[config.mk]
export PLATFORM = sky130hd
export DESIGN_NAME = tcs_divsqrt
export DESIGN_NICKNAME = d
export VERILOG_FILES = /design/src/hdl/triangle_cull_shade_edges_top_defines.svh /design/src/hdl/tcs_pkg.sv /design/src/hdl/tcs_divsqrt.sv
export SDC_FILE = /design/constraint.sdc
export NUM_CORES = 1
export LEC_CHECK = 0
export BUFFER_PORTS_ARGS = -buffer_cell sky130_fd_sc_hd__buf_2
export CAP_MARGIN = 20
export CORE_MARGIN = 8
export CORE_UTILIZATION = 50
export DETAILED_ROUTE_END_ITERATION = 16
export PLACE_DENSITY = 0.71
export SYNTH_ARGS = -nofsm -noshare
export SYNTH_HDL_FRONTEND = slang
export SYNTH_SLANG_ARGS = --single-unit
[constraint.sdc]
create_clock -name clk -period 7.8 [get_ports clk]
set_input_delay 0.78 -clock clk [delete_from_list [all_inputs] [get_ports clk]]
set_output_delay 0.78 -clock clk [all_outputs]
set_load 0.01 [all_outputs]
[src/hdl/triangle_cull_shade_edges_top_defines.svh]
// Assertion macros for the triangle cull and shade block.
`ifndef TRIANGLE_CULL_SHADE_EDGES_TOP_DEFINES_SVH
`define TRIANGLE_CULL_SHADE_EDGES_TOP_DEFINES_SVH
`ifndef NO_ASSERTIONS
`define TCS_ASSERT_IMPL(label, clk, rst, a, c, msg) \
  label: assert property (@(posedge clk) disable iff (rst) (a) |-> (c)) else $error(msg);
`define TCS_ASSERT_NEXT(label, clk, rst, a, c, msg) \
  label: assert property (@(posedge clk) disable iff (rst) (a) |=> (c)) else $error(msg);
`else
`define TCS_ASSERT_IMPL(label, clk, rst, a, c, msg)
`define TCS_ASSERT_NEXT(label, clk, rst, a, c, msg)
`endif
`endif

[src/hdl/tcs_pkg.sv]
// Shared constants and types for the triangle cull and shade block.
package tcs_pkg;
  localparam int VERTEX_COUNT_DEF = 4096;
  localparam int COORD_BITS_DEF = 24;
  localparam int IDX_BITS = 12;
  localparam int CELL_BITS = 32;
  localparam int LIGHT_BITS = 16;
  localparam logic [CELL_BITS-1:0] CELL_NONE = '1;
  localparam int FLAG_AB_BIT = 30;
  localparam int FLAG_BC_BIT = 29;
  localparam int FLAG_CA_BIT = 28;
  localparam logic REQ_VERTEX = 1'b0;
  localparam logic REQ_TRIANGLE = 1'b1;
  localparam logic KIND_TRI = 1'b0;
  localparam logic KIND_LINE = 1'b1;

  typedef struct packed {
    logic start;
    logic [63:0] num;
    logic [63:0] den;
  } div_req_t;
endpackage

[src/hdl/tcs_divsqrt.sv]
// Sequential fraction and square root unit for lightness.
module tcs_divsqrt (
  input  logic clk,
  input  logic rst,
  input  tcs_pkg::div_req_t req,
  output logic busy,
  output logic done,
  output logic [tcs_pkg::LIGHT_BITS-1:0] light
);
  localparam logic [1:0] S_IDLE = 2'd0;
  localparam logic [1:0] S_DIV = 2'd1;
  localparam logic [1:0] S_SQRT = 2'd2;
  logic [1:0] state;
  logic [6:0] cnt;
  logic [63:0] rem, den, quo, num;
  logic [33:0] root;
  logic [35:0] srem;
  logic [64:0] trial;
  logic [35:0] strial;

  // restoring division gives floor(2^32 * num / den), 96 steps (num <= den)
  assign trial = {rem, num[63]} - {1'b0, den};
  assign strial = {srem[33:0], quo[63:62]} - {root, 2'b01};

  always_ff @(posedge clk) begin
    done <= 1'b0;
    if (rst) begin
      state <= S_IDLE;
    end else begin
      case (state)
        S_IDLE: begin
          if (req.start) begin
            rem <= '0; num <= req.num; den <= req.den; quo <= '0;
            cnt <= 7'd96; state <= S_DIV;
          end
        end
        S_DIV: begin
          if (!trial[64]) begin
            rem <= trial[63:0]; quo <= {quo[62:0], 1'b1};
          end else begin
            rem <= {rem[62:0], num[63]}; quo <= {quo[62:0], 1'b0};
          end
          num <= {num[62:0], 1'b0};
          cnt <= cnt - 7'd1;
          if (cnt == 7'd1) begin
            state <= S_SQRT; cnt <= 7'd32; root <= '0; srem <= '0;
          end
        end
        S_SQRT: begin
          if (!strial[35]) begin
            srem <= strial; root <= {root[32:0], 1'b1};
          end else begin
            srem <= {srem[33:0], quo[63:62]}; root <= {root[32:0], 1'b0};
          end
          quo <= {quo[61:0], 2'b00};
          cnt <= cnt - 7'd1;
          if (cnt == 7'd1) begin
            state <= S_IDLE; done <= 1'b1;
          end
        end
        default: state <= S_IDLE;
      endcase
    end
  end

  assign busy = (state != S_IDLE);
  assign light = (root[32:16] != '0) ? '1 : root[15:0];
endmodule

==> Yosys cells after proc, flatten, opt, wreduce, memory -nomap -nowiden <==
Cells that the tools add are included.
{ "word_totals": {"register_bits": 334, "input_bits": 131, "out_inout_bits": 18, "wordCells": 54} }
{ "op_classes": {"n_reduce_logical": 12, "muxes": 22, "addsub": 3, "n_bitwise": 2, "n_eq_ne": 6} }
{ "op_table": {"columns": ["op", "count"], "rows": [
  ["case mux 64 bit (2 select lines)", 2],
  ["2-to-1 mux 64 bit", 3],
  ["case mux 64 bit (3 select lines)", 1],
  ["case mux 34 bit (2 select lines)", 2],
  ["2-to-1 mux 34 bit", 3],
  ["subtractor 65 x 64 -> 65 bit", 1],
  ["subtractor 36 bit", 1],
  ["case mux 7 bit (3 select lines)", 1],
  ["nonzero test 17 bit", 1],
  ["2-to-1 mux 16 bit", 1],
  ["AND reduction 3 bit", 5],
  ["2-to-1 mux 7 bit", 2],
  ["== test 7 x 1 -> 1 bit, second input constant", 1],
  ["subtractor 7 x 1 -> 7 bit, second input constant", 1],
  ["2-to-1 mux 2 bit", 3],
  ["!= test 2 bit, second input constant", 3],
  ["case mux 2 bit (3 select lines)", 1],
  ["nonzero test 2 bit", 3],
  ["2-to-1 mux 1 bit", 3],
  ["nonzero test 3 bit", 1],
  ["== test 2 x 1 -> 1 bit, second input constant", 1],
  ["== test 2 bit, second input constant", 1],
  ["logical NOT 2 bit", 1],
  ["NOT 1 bit", 2],
  ["OR reduction 2 bit", 1]
]} }

==> Depth between registers and ports, before layout <==
Gate-level depths: netlist (run 1).
{ "depth": {"ltp_word": 3, "depth_mapped": 15, "depth_no_buf": 13} }

==> Worst setup path after synthesis (run 1) <==
OpenSTA, ideal clock, no wires.
{ "synth_path": {"path_type": "register -> register", "startpoint": "register state[1]", "endpoint": "register num[0], enable pin", "synth_period_minus_slack_ps": 8211, "setup_time_ps": 659, "path_stages_with_launch": 8, "required_ps": 7141, "path_buffers": 3, "t_arrival_ps": 7552, "path_slack_ps": -411, "cell_sequence": "dfxtp_1 -> inv_1 -> ha_1 -> clkbuf_1 -> clkbuf_1 -> clkbuf_1 -> nand2_1 -> a21oi_1"} }
{ "synth_via": {"elab_chain_len": 3, "elab_cells_between_ends": 5, "classes_between": "eq/ne (2); reduce/logical (3)"} }
{ "synth_lines": {"columns": ["element", "line_no", "text"], "rows": [
  ["start: declaration", "tcs_divsqrt.sv:13", "logic [1:0] state;"],
  ["start signal: assignment", "tcs_divsqrt.sv:28", "state <= S_IDLE;"],
  ["start signal: assignment", "tcs_divsqrt.sv:34", "cnt <= 7'd96; state <= S_DIV;"],
  ["start signal: assignment", "tcs_divsqrt.sv:46", "state <= S_SQRT; cnt <= 7'd32; root <= '0; srem <= '0;"],
  ["== test 2 x 1 -> 1 bit or logical NOT 2 bit (tied branches)", "tcs_divsqrt.sv:30", "case (state)"],
  ["nonzero test 2 bit (no source line) or != test 2 bit (tied branches)", null, null],
  ["AND reduction 3 bit (no source line) *", null, null],
  ["end signal: assignment", "tcs_divsqrt.sv:43", "num <= {num[62:0], 1'b0};"],
  ["end: declaration", "tcs_divsqrt.sv:15", "logic [63:0] rem, den, quo, num;"]
]} }
Every way passes the cells marked *; elsewhere a longest branch is shown, timed or not.
A chain may end at the register's enable or synchronous reset.

==> Worst setup path in the final report (run 1) <==
{ "layout_path": {"startpoint": "register den[0]", "endpoint": "register rem[34], data pin"} }
{ "layout_via": {"elab_chain_len": 3} }
{ "layout_lines": {"columns": ["element", "line_no", "text"], "rows": [
  ["start: declaration", "tcs_divsqrt.sv:15", null],
  ["start signal: assignment", "tcs_divsqrt.sv:33", "rem <= '0; num <= req.num; den <= req.den; quo <= '0;"],
  ["subtractor 65 x 64 -> 65 bit", "tcs_divsqrt.sv:22", "assign trial = {rem, num[63]} - {1'b0, den};"],
  ["2-to-1 mux 64 bit", "tcs_divsqrt.sv:38", "if (!trial[64]) begin"],
  ["case mux 64 bit (2 select lines)", "tcs_divsqrt.sv:30", null],
  ["end signal: assignment", "tcs_divsqrt.sv:39", "rem <= trial[63:0]; quo <= {quo[62:0], 1'b1};"],
  ["end signal: assignment", "tcs_divsqrt.sv:41", "rem <= {rem[62:0], num[63]}; quo <= {quo[62:0], 1'b0};"],
  ["end: declaration", "tcs_divsqrt.sv:15", null]
]} }
Every way passes these cells.

==> results.py, run 1 <==
metrics = {
    "status": {
        "status": "complete, no violations",
    },
    "placed_design": {
        "hpwl_um": 28820,
        "portBuffers": 148,
        "dp_slack_ns": 3.244,
        "dp_cells": 2372,
        "gp_congestion": 0.9230,
    },
    "worst_setup_path": {
        "worstPathMaxFanout": 45,
        "crit_arrival_ns": 4.82,
        "r2r_end": "rem[34]$_SDFFCE_PN0P_",
        "cp.required_ns": 8.07,
        "worstSetupStartpoint": "den[0]$_DFFE_PP_",
        "critPathCaptureType": "register",
        "r2r-start": "den[0]$_DFFE_PP_",
        "worstSetupStartpointType": "register",
        "rr_worst_depth": 13,
        "crit_slowest_cell": "a211oi_4",
        "crit_chain": "ha_1 > fa_1 > nor2b_1 > o31a_1 > o21ai_2 > a211oi_1 > a211o_1 > and3_4 > nor4_1 > a211oi_4 > buf_4 > mux2i_1 > nor2_1",
        "critical_path_class": "reg -> reg",
        "r2r_slack_ns": 3.25,
        "max_stage_delay_ns": 0.66,
    },
    "sta": {
        "finalSetupTns_ns": 0,
        "maxSlewViolCount": 0,
        "hold_ws_ns": 0.3988,
        "grt_setup_unrepaired": "no",
        "fin_ws_ns": 3.249,
        "post-route-period-util": 0.5834,
        "tightestPinTransition_ns": 1.100,
        "fmax_mhz": 219.8,
        "clock_skew_ns": 0.01362,
        "finalSetupViolCount": 0,
        "period_minus_slack_ns": 4.551,
        "slew_headroom": 0.2477,
        "finalHoldViolCount": 0,
    },
    "finish": {
        "drive_above_1_share": 0.1582,
        "layout.nets": 2133,
        "instances_no_fill": 2449,
        "area.growth.synth_to_final_pct": 13.08,
    },
    "pwr": {
        "switching_share": 0.2617,
        "power.density_mw_per_mm2": 220.8,
        "combPwrFrac": 0.167,
        "p_leak_uw": 0.008718,
        "ir_drop_mv": 0.1834,
        "pwr-share-seq": 0.444,
        "p_clk_frac": 0.389,
        "p_int_uw": 3568,
        "p_total_uw": 4833,
        "netSwitchingPower_uw": 1265,
    },
    "die": {
        "core_sq_mm": 0.03847,
        "rows": 72,
        "fp.dieW_um": 212.8,
        "io_pins": 149,
        "initial_core_util": 0.5033,
        "die_area_sq_mm": 0.04527,
        "die_y_um": 212.8,
    },
    "drt": {
        "first_iter_violations": 986,
        "vias": 13850,
        "via_per_inst": 5.655,
        "drtAntennaViolNets": 0,
        "routedWlPerCell_um": 17.11,
        "drc": 0,
        "wl_um": 41900,
        "first_pass_iters": 6,
    },
    "grt": {
        "overflow": 0,
        "grt_pass1_vias": 13760,
        "antenna_found_initial": 8,
        "grt_use_total": 0.1853,
        "grt_max_degree": 79,
        "grt_pass1_wl_um": 68790,
    },
    "clocking": {
        "cts_made_buffers": 39,
        "clock-sinks": 334,
        "clockBufferDepth": 3,
        "clk_pin_slew_ns": 0.06,
        "post_cts_buffers": 0,
        "hold_buffers": 0,
        "clk_latency_ns": 0.55,
        "htree_levels": 2,
        "cts_root_buf": "clkbuf_16",
        "tritoncts": "done",
        "ctsResizeCount": 0,
    },
    "synth": {
        "netlist_area_sq_mm": 0.01936,
        "synth_compound_area_frac": 0.1533,
        "synth_cell_types": 77,
        "async_flop_share": 0,
        "synth_adder_area_share": 0.06825,
        "yosysWarnings": 0,
        "synth_edf_count": 331,
        "synth_top_flop_cell": "edfxtp_1",
        "synth_top_family_by_area": "compound AO/OA/AOI/OAI gates",
        "ys_seq_area_frac": 0.5165,
        "synth_xor_area_frac": 0.04027,
        "synth_seq_cells": 334,
        "synth.area.mux_share": 0.06567,
        "netlist_instances": 1785,
        "postSynthAreaPerCell_sq_um": 10.85,
        "yosys.area_share.simple": 0.1121,
        "synth.net_count": 2021,
    },
    "min_path": {
        "holdCritStartpoint": "req[19]",
        "hold_class": "in -> reg",
        "min_path_cells": 1,
        "hold_path_end": "den[19]$_DFFE_PP_",
    },
    "flow_run": {
        "maxCapViolCount": 0,
    },
}
-- worst max-delay path, delay by kind of cell, from the launching register on --
family                   cells  cell delay [ns]
multiplexers                 1             0.28
adder cells (fa/ha/maj)      2             0.63
flip-flops                   1             0.36
buffers and inverters        1             0.65
AO/OA/AOI/OAI                5             1.74
AND/OR/NAND/NOR              4             0.52
-- how the worst max path moves through the flow --
stage                             to  slack [ns]  depth (start not counted)
3_3_place_gp   rem[27]$_SDFFCE_PN0P_        3.38                         13
4_1_cts        rem[24]$_SDFFCE_PN0P_        3.23                         13
3_5_place_dp   rem[15]$_SDFFCE_PN0P_        3.24                         13
6_report       rem[34]$_SDFFCE_PN0P_        3.25                         13
2_1_floorplan       cnt[0]$_DFFE_PP_        1.49                          1
5_1_grt        rem[11]$_SDFFCE_PN0P_        2.95                         14
-- power by group through the flow --
stage | sequential [uW] | clock [uW] | combinational [uW]
2_1_floorplan | 2180 | 0 | 619
3_3_place_gp | 2180 | 0 | 784
3_5_place_dp | 2180 | 0 | 802
4_1_cts | 2150 | 1930 | 807
5_1_grt | 2160 | 1990 | 898
6_report | 2150 | 1880 | 806
-- cell families (layout without fill, tap and decap cells) --
family,Yosys count,after routing
buffers and inverters,216,359
adder cells (fa/ha/maj),105,105
AO/OA/AOI/OAI,446,446
AND/OR/NAND/NOR,476,476
flip-flops,334,334
multiplexers,119,119
other,0,3
XOR/XNOR,89,89
-- registers in the layout, indices dropped and copies added (netlist names) --
name / count
root: 34
num: 64
state: 2
den: 64
quo: 64
rem: 64
cnt: 7
done: 1
srem: 34
-- stage by stage --
step	util	instance area, sq um
after floorplan	-	19360
after global placement	0.5338	20530
after detailed placement	0.5338	20530
after CTS	0.5679	21840
after global routing	0.5690	21890
final	0.5691	21890
-- cell usage in the layout, fill, tap and decap left out, drive strengths merged, types with 63 or more instances in the layout --
cell type,n
buf,161
edfxtp,331
ha,104
inv,126
o21ai,71
a21oi,142
a22o,63
nor2,172
mux2,64
nand2,142
-- cells in the mapped netlist, drive strengths merged, types with 3 or more instances --
master | n | area [sq um]
nand3b | 7 | 52.55
o31a | 3 | 26.28
dfxtp | 3 | 60.06
o21a | 14 | 105.1
nor4 | 9 | 56.30
buf | 32 | 157.7
ha | 104 | 1301
nand2 | 142 | 533.0
and3 | 13 | 86.33
o211a | 4 | 40.04
edfxtp | 331 | 9940
a22o | 63 | 551.8
clkbuf | 58 | 217.7
xor2 | 31 | 271.5
nand2b | 15 | 93.84
a31o | 4 | 35.03
o31ai | 7 | 57.55
xnor2 | 58 | 508.0
and2 | 10 | 62.56
o21bai | 15 | 112.6
a31oi | 13 | 81.33
nand3 | 28 | 140.1
mux2 | 64 | 720.7
or2 | 4 | 25.02
o21ai | 71 | 359.1
inv | 125 | 469.2
nor3 | 16 | 80.08
o211ai | 8 | 65.06
nand4 | 31 | 193.9
or3 | 5 | 31.28
a21boi | 4 | 30.03
mux2i | 55 | 550.5
nor3b | 4 | 30.03
o221ai | 3 | 26.28
nor2 | 172 | 645.6
a211oi | 18 | 135.1
nor2b | 13 | 81.33
a21o | 46 | 345.3
a21oi | 142 | 718.2
a2111oi | 3 | 26.28
-- area by class of cell --
type                    instances  area (sq um)
fillers                      3334         16580
multi-input cells            1235          8588
clock inverters                26         287.8
repair buffers                161         863.3
flip-flops and latches        334         10000
inverters                     126         473.0
well taps                     518         648.1
clock buffers                  46          1023
diodes                          3         7.507
-- layer usage --
metal,up-vias,part of all wire,global-route usage
met5,-,0.0016,0
met4,12,0.022,0.05331
met3,69,0.075,0.05754
met2,368,0.44,0.2882
met1,6598,0.46,0.2475
li1,6803,-,-
(Power assumes the default switching activity.)
==> inputs of run 2 (changes only) <==
clock period = 4 ns   (was 7.8 ns; I/O delays follow)
==> run 2 against run 1 <==
  * Global-route usage rose by 0.12 points
  * First-iteration DRC count rose by 1.1%
  * Worst setup slack got worse by 3.1 ns
  * Highest routed layer unchanged
  * Design area barely moved
  * Hold slack got worse by 0.37 ns
  * Largest cell class unchanged
  * Flip-flop and latch count did not move
==> results.py, run 2 (synthesis gave the netlist of run 1 again) <==
metrics = {
    "min_path": {
        "hold_path_end": "den[34]$_DFFE_PP_",
        "min_path_cells": 1,
        "holdCritStartpoint": "req[34]",
        "hold_class": "in -> reg",
    },
    "worst_setup_path": {
        "r2r_slack_ns": 0.15,
        "r2r-start": "den[0]$_DFFE_PP_",
        "r2r_end": "rem[13]$_SDFFCE_PN0P_",
        "cp.required_ns": 4.27,
        "rr_worst_depth": 13,
        "crit_arrival_ns": 4.12,
        "worstPathMaxFanout": 52,
        "critPathCaptureType": "register",
        "critical_path_class": "reg -> reg",
        "worstSetupStartpointType": "register",
    },
    "drt": {
        "drc": 0,
        "via_per_inst": 5.695,
        "drtAntennaViolNets": 0,
        "wl_um": 42680,
        "vias": 13940,
        "first_iter_violations": 997,
        "first_pass_iters": 5,
        "routedWlPerCell_um": 17.44,
    },
    "clocking": {
        "cts_made_buffers": 37,
        "htree_levels": 2,
        "clock-sinks": 334,
        "cts_root_buf": "clkbuf_16",
        "clockBufferDepth": 3,
        "tritoncts": "done",
        "clk_latency_ns": 0.55,
        "post_cts_buffers": 0,
        "clk_pin_slew_ns": 0.06,
    },
    "sta": {
        "post-route-period-util": 0.9633,
        "slew_headroom": 0.3205,
        "finalHoldViolCount": 0,
        "period_minus_slack_ns": 3.853,
        "maxSlewViolCount": 0,
        "finalSetupViolCount": 0,
        "tightestPinTransition_ns": 1.017,
        "grt_setup_unrepaired": "no",
        "fmax_mhz": 259.5,
        "clock_skew_ns": 0.02735,
    },
    "placed_design": {
        "dp_cells": 2383,
        "gp_congestion": 0.9051,
        "placed_area_sq_mm": 0.02071,
        "portBuffers": 148,
        "hpwl_um": 29980,
    },
    "finish": {
        "mostFrequentLayoutCell": "edfxtp_1",
        "layout.nets": 2142,
        "layout_common_cells": "edfxtp_1, nor2_1, buf_2",
        "area.growth.synth_to_final_pct": 12.97,
        "drive_above_1_share": 0.1591,
        "instances_no_fill": 2448,
        "design_area_sq_mm": 0.02187,
    },
    "grt": {
        "grt_max_degree": 72,
        "grt_use_total": 0.1864,
        "grt_pass1_wl_um": 69370,
        "overflow": 0,
        "antenna_found_initial": 8,
        "grt_pass1_vias": 13860,
    },
    "die": {
        "die_y_um": 212.8,
        "die_area_sq_mm": 0.04527,
        "initial_core_util": 0.5033,
        "io_pins": 149,
        "fp.dieW_um": 212.8,
        "rows": 72,
        "core_sq_mm": 0.03847,
    },
    "pwr": {
        "p_leak_uw": 0.008704,
        "power.density_mw_per_mm2": 413.5,
        "ir_drop_mv": 0.3977,
    },
    "status": {
        "status": "complete, no violations",
    },
    "flow_run": {
        "maxCapViolCount": 0,
    },
}
## run 2: worst max path at each step
stage                          start  depth (start not counted)                      to  slack, ns
2_1_floorplan  state[1]$_SDFFE_PP0P_                          7    num[0]$_SDFFCE_PP0P_     -0.008
3_3_place_gp   root[2]$_SDFFCE_PN0P_                         12  srem[23]$_SDFFCE_PN0P_       0.27
3_5_place_dp        den[0]$_DFFE_PP_                         12   rem[50]$_SDFFCE_PN0P_       0.11
4_1_cts             den[0]$_DFFE_PP_                         12   rem[50]$_SDFFCE_PN0P_       0.09
5_1_grt        root[2]$_SDFFCE_PN0P_                         12  srem[24]$_SDFFCE_PN0P_      0.004
6_report            den[0]$_DFFE_PP_                         13   rem[13]$_SDFFCE_PN0P_       0.15
## run 2: power breakdown
part	internal (uW)	switching (uW)
Sequential	4090	88.2
Combinational	674	952
Clock	1880	1360
Total	6650	2400
## run 2: metal layers
layer	GRT usage	up-vias	wire length (um)
met1	0.2471	6648	19180
met4	0.05497	12	1026
met2	0.2969	400	19390
met3	0.05123	75	3006
li1	-	6806	-
met5	0	-	81
## run 2: final cells by class
type | count | area [sq um]
clock buffers | 43 | 948.4
diodes | 1 | 2.502
fillers | 3285 | 16600
clock inverters | 19 | 160.2
flip-flops and latches | 334 | 10000
inverters | 126 | 473.0
well taps | 518 | 648.1
repair buffers | 172 | 1033
multi-input cells | 1235 | 8605
## run 2: what timing repair did
item,in CTS,in global routing
resized for setup,0,2
hold buffers,0,0
setup endpoints to repair,0,25
## run 2: per-stage QoR
stage	setup TNS, ns	hold WS [ns]	utilization	worst slack [ns]	power, uW
detailed placement	0	0.4949	0.5383	0.1100	5864
finish	0	0.03062	0.5685	0.1466	9043
CTS	0	0.00001277	0.5672	0.09238	9132
global route	0	0.01072	0.5685	0.004168	9437
global placement	0	0.4892	0.5383	0.2750	5821
floorplan	-0.9953	0.4678	-	-0.007776	5440
## run 2: critical path, cell delays in order (launching register included)
cell      delay [ns]
edfxtp_1        0.37
ha_1            0.23
fa_1            0.41
nor2b_1         0.19
o31a_1          0.21
o21ai_2         0.10
a211oi_1        0.52
a211o_1         0.32
and3_4          0.22
nor4_1          0.08
a211oi_4        0.23
buf_12          0.30
mux2i_1         0.26
nor2_1          0.06
==> inputs of run 3 (changes only) <==
CORE_UTILIZATION = 40   (was 50)
PLACE_DENSITY = not set   (was 0.71)
==> run 3 against run 2 <==
  * Clock skew fell by 0.012 ns
  * Fmax rose by 2.5%
  * Core utilization fell by 9.0 points
  * Total power rose by 7.4%
  * Clock power rose by 19%
  * Critical path depth did not move
  * Non-clock buffer count rose by 59
  * First-iteration DRC count rose by 1.2%
  * Register-to-register slack improved by 0.09 ns
  * Via count rose by 1.5%
  * Flip-flop and latch count did not move
  * Largest power group unchanged
  * Highest routed layer unchanged
==> results.py, run 3 (synthesis gave the netlist of run 1 again) <==
metrics = {
    "worst_setup_path": {
        "crit_arrival_ns": 4.06,
        "critPathCaptureType": "register",
        "crit_slowest_cell": "o41a_1",
        "worstSetupStartpointType": "register",
        "worstPathMaxFanout": 4,
        "cp.required_ns": 4.30,
        "crit_top_cell": "o21ai_0",
        "max_stage_delay_ns": 0.42,
        "critical_path_class": "reg -> reg",
        "crit_chain": "inv_1 > ha_1 > fa_1 > nor2b_1 > o31a_1 > o21ai_0 > a31o_2 > o41a_1 > o31ai_4 > a21boi_0 > o21ai_0 > xor2_1 > o211a_1",
    },
    "die": {
        "die_y_um": 236.0,
        "die_area_sq_mm": 0.05569,
        "core_sq_mm": 0.04775,
        "fp.dieW_um": 236.0,
        "rows": 80,
        "initial_core_util": 0.4055,
        "io_pins": 149,
    },
    "clocking": {
        "clockBufferDepth": 3,
        "cts_root_buf": "clkbuf_16",
        "htree_levels": 2,
        "cts_made_buffers": 40,
        "clock-sinks": 334,
        "clk_latency_ns": 0.56,
        "tritoncts": "done",
        "clk_pin_slew_ns": 0.06,
    },
    "finish": {
        "multiInputGateArea_sq_mm": 0.008611,
        "layout_common_cells": "edfxtp_1, nor2_1, buf_2",
        "n_fill_cell": 4349,
        "drive_above_1_share": 0.1647,
        "mostFrequentLayoutCell": "edfxtp_1",
        "fin_util": 0.4790,
        "area.growth.synth_to_final_pct": 18.14,
        "regArea_sq_mm": 0.01000,
        "layout.nets": 2204,
    },
    "drt": {
        "drtAntennaViolNets": 0,
        "first_iter_violations": 1009,
        "routedWlPerCell_um": 17.06,
        "via_per_inst": 5.405,
        "vias": 14160,
        "drc": 0,
        "wl_um": 44690,
        "first_pass_iters": 5,
    },
    "grt": {
        "grt_use_total": 0.1557,
        "grt_max_degree": 72,
        "antenna_found_initial": 9,
        "grt_pass1_wl_um": 72690,
        "overflow": 0,
        "grt_pass1_vias": 14120,
    },
    "sta": {
        "fin_ws_ns": 0.2405,
        "tightestPinTransition_ns": 0.9139,
        "finalSetupTns_ns": 0,
        "maxSlewViolCount": 0,
        "post-route-period-util": 0.9399,
        "period_minus_slack_ns": 3.759,
        "slew_headroom": 0.3907,
        "fmax_mhz": 266.0,
        "clock_skew_ns": 0.01501,
        "finalHoldViolCount": 0,
        "grt_setup_unrepaired": "no",
        "hold_ws_ns": 0.03557,
        "finalSetupViolCount": 0,
    },
    "status": {
        "status": "complete, no violations",
    },
    "placed_design": {
        "gp_congestion": 0.8902,
        "hpwl_um": 31070,
        "portBuffers": 148,
        "dp_slack_ns": 0.1676,
    },
    "pwr": {
        "p_leak_uw": 0.009096,
        "ir_drop_mv": 0.3327,
        "p_total_uw": 9716,
        "power.density_mw_per_mm2": 424.9,
    },
    "flow_run": {
        "maxCapViolCount": 0,
    },
    "min_path": {
        "hold_class": "in -> reg",
    },
}
-- run 3: cell types whose count changed in the layout (fill, tap and decap cells not counted), sizes merged --
cell / previous run / this run
buf: 172 / 180
bufinv: 3 / 7
clkinv: 16 / 17
clkbuf: 43 / 46
inv: 125 / 126
diode: 1 / 7
dlygate4sd3: 0 / 51
-- run 3: layout make-up --
type,instances,share of cell area
Clock inverter,25,0.01384
Multi-Input combinational cell,1235,0.3765
Tap cell,615,0.03365
Timing Repair Buffer,231,0.07069
Clock buffer,46,0.04661
Sequential cell,334,0.4372
Inverter,126,0.02068
Antenna cell,7,0.0007659
-- run 3: final timing paths --
check / depth (start not counted) / from / to / slack [ns]
hold / removal: 1 / req[35] / den[35]$_DFFE_PP_ / 0.04
hold reg to reg: 2 / state[1]$_SDFFE_PP0P_ / state[1]$_SDFFE_PP0P_ / 0.52
setup reg to reg: 13 / num[63]$_DFFE_PP_ / rem[50]$_SDFFCE_PN0P_ / 0.24
setup / recovery: 13 / num[63]$_DFFE_PP_ / rem[50]$_SDFFCE_PN0P_ / 0.24
-- run 3: where the power goes --
part | switching, uW | internal (uW) | total [uW] | leakage (uW)
logic | 970 | 725 | 1700 | 0.00525
clock network | 1480 | 2360 | 3840 | 0.000676
registers | 85.7 | 4090 | 4180 | 0.00317
-- run 3: per-stage QoR --
step | cells | area [sq um]
finish | 2619 | 22870
global route | 2615 | 22860
CTS | 2607 | 22790
detailed placement | 2485 | 20890
global placement | 2485 | 20890
floorplan | 1785 | 19380
-- run 3: what timing repair did --
| item | 4_1_cts | 5_1_grt |
|---|---|---|
| endpoints found under the setup margin | 0 | 23 |
| resized for setup | 0 | 3 |
| buffers inserted | 0 | 4 |
| hold endpoints to repair | 51 | 0 |
| hold buffers | 51 | 0 |
-- run 3: metal layers --
metal | GRT usage | vias to the layer above | part of all wire
met5 | 0 | - | 0.0011
met4 | 0.05106 | 8 | 0.024
met3 | 0.03847 | 75 | 0.058
met2 | 0.2443 | 339 | 0.44
met1 | 0.2091 | 6777 | 0.48
li1 | - | 6957 | -
-- run 3: critical path: cells and delay by family, from the launching register on --
family / cells / cell delay [ns]
AO/OA/AOI/OAI: 8 / 2.18
flip-flops: 1 / 0.37
AND/OR/NAND/NOR: 1 / 0.18
buffers and inverters: 1 / 0.05
adder cells (fa/ha/maj): 2 / 0.60
XOR/XNOR: 1 / 0.12
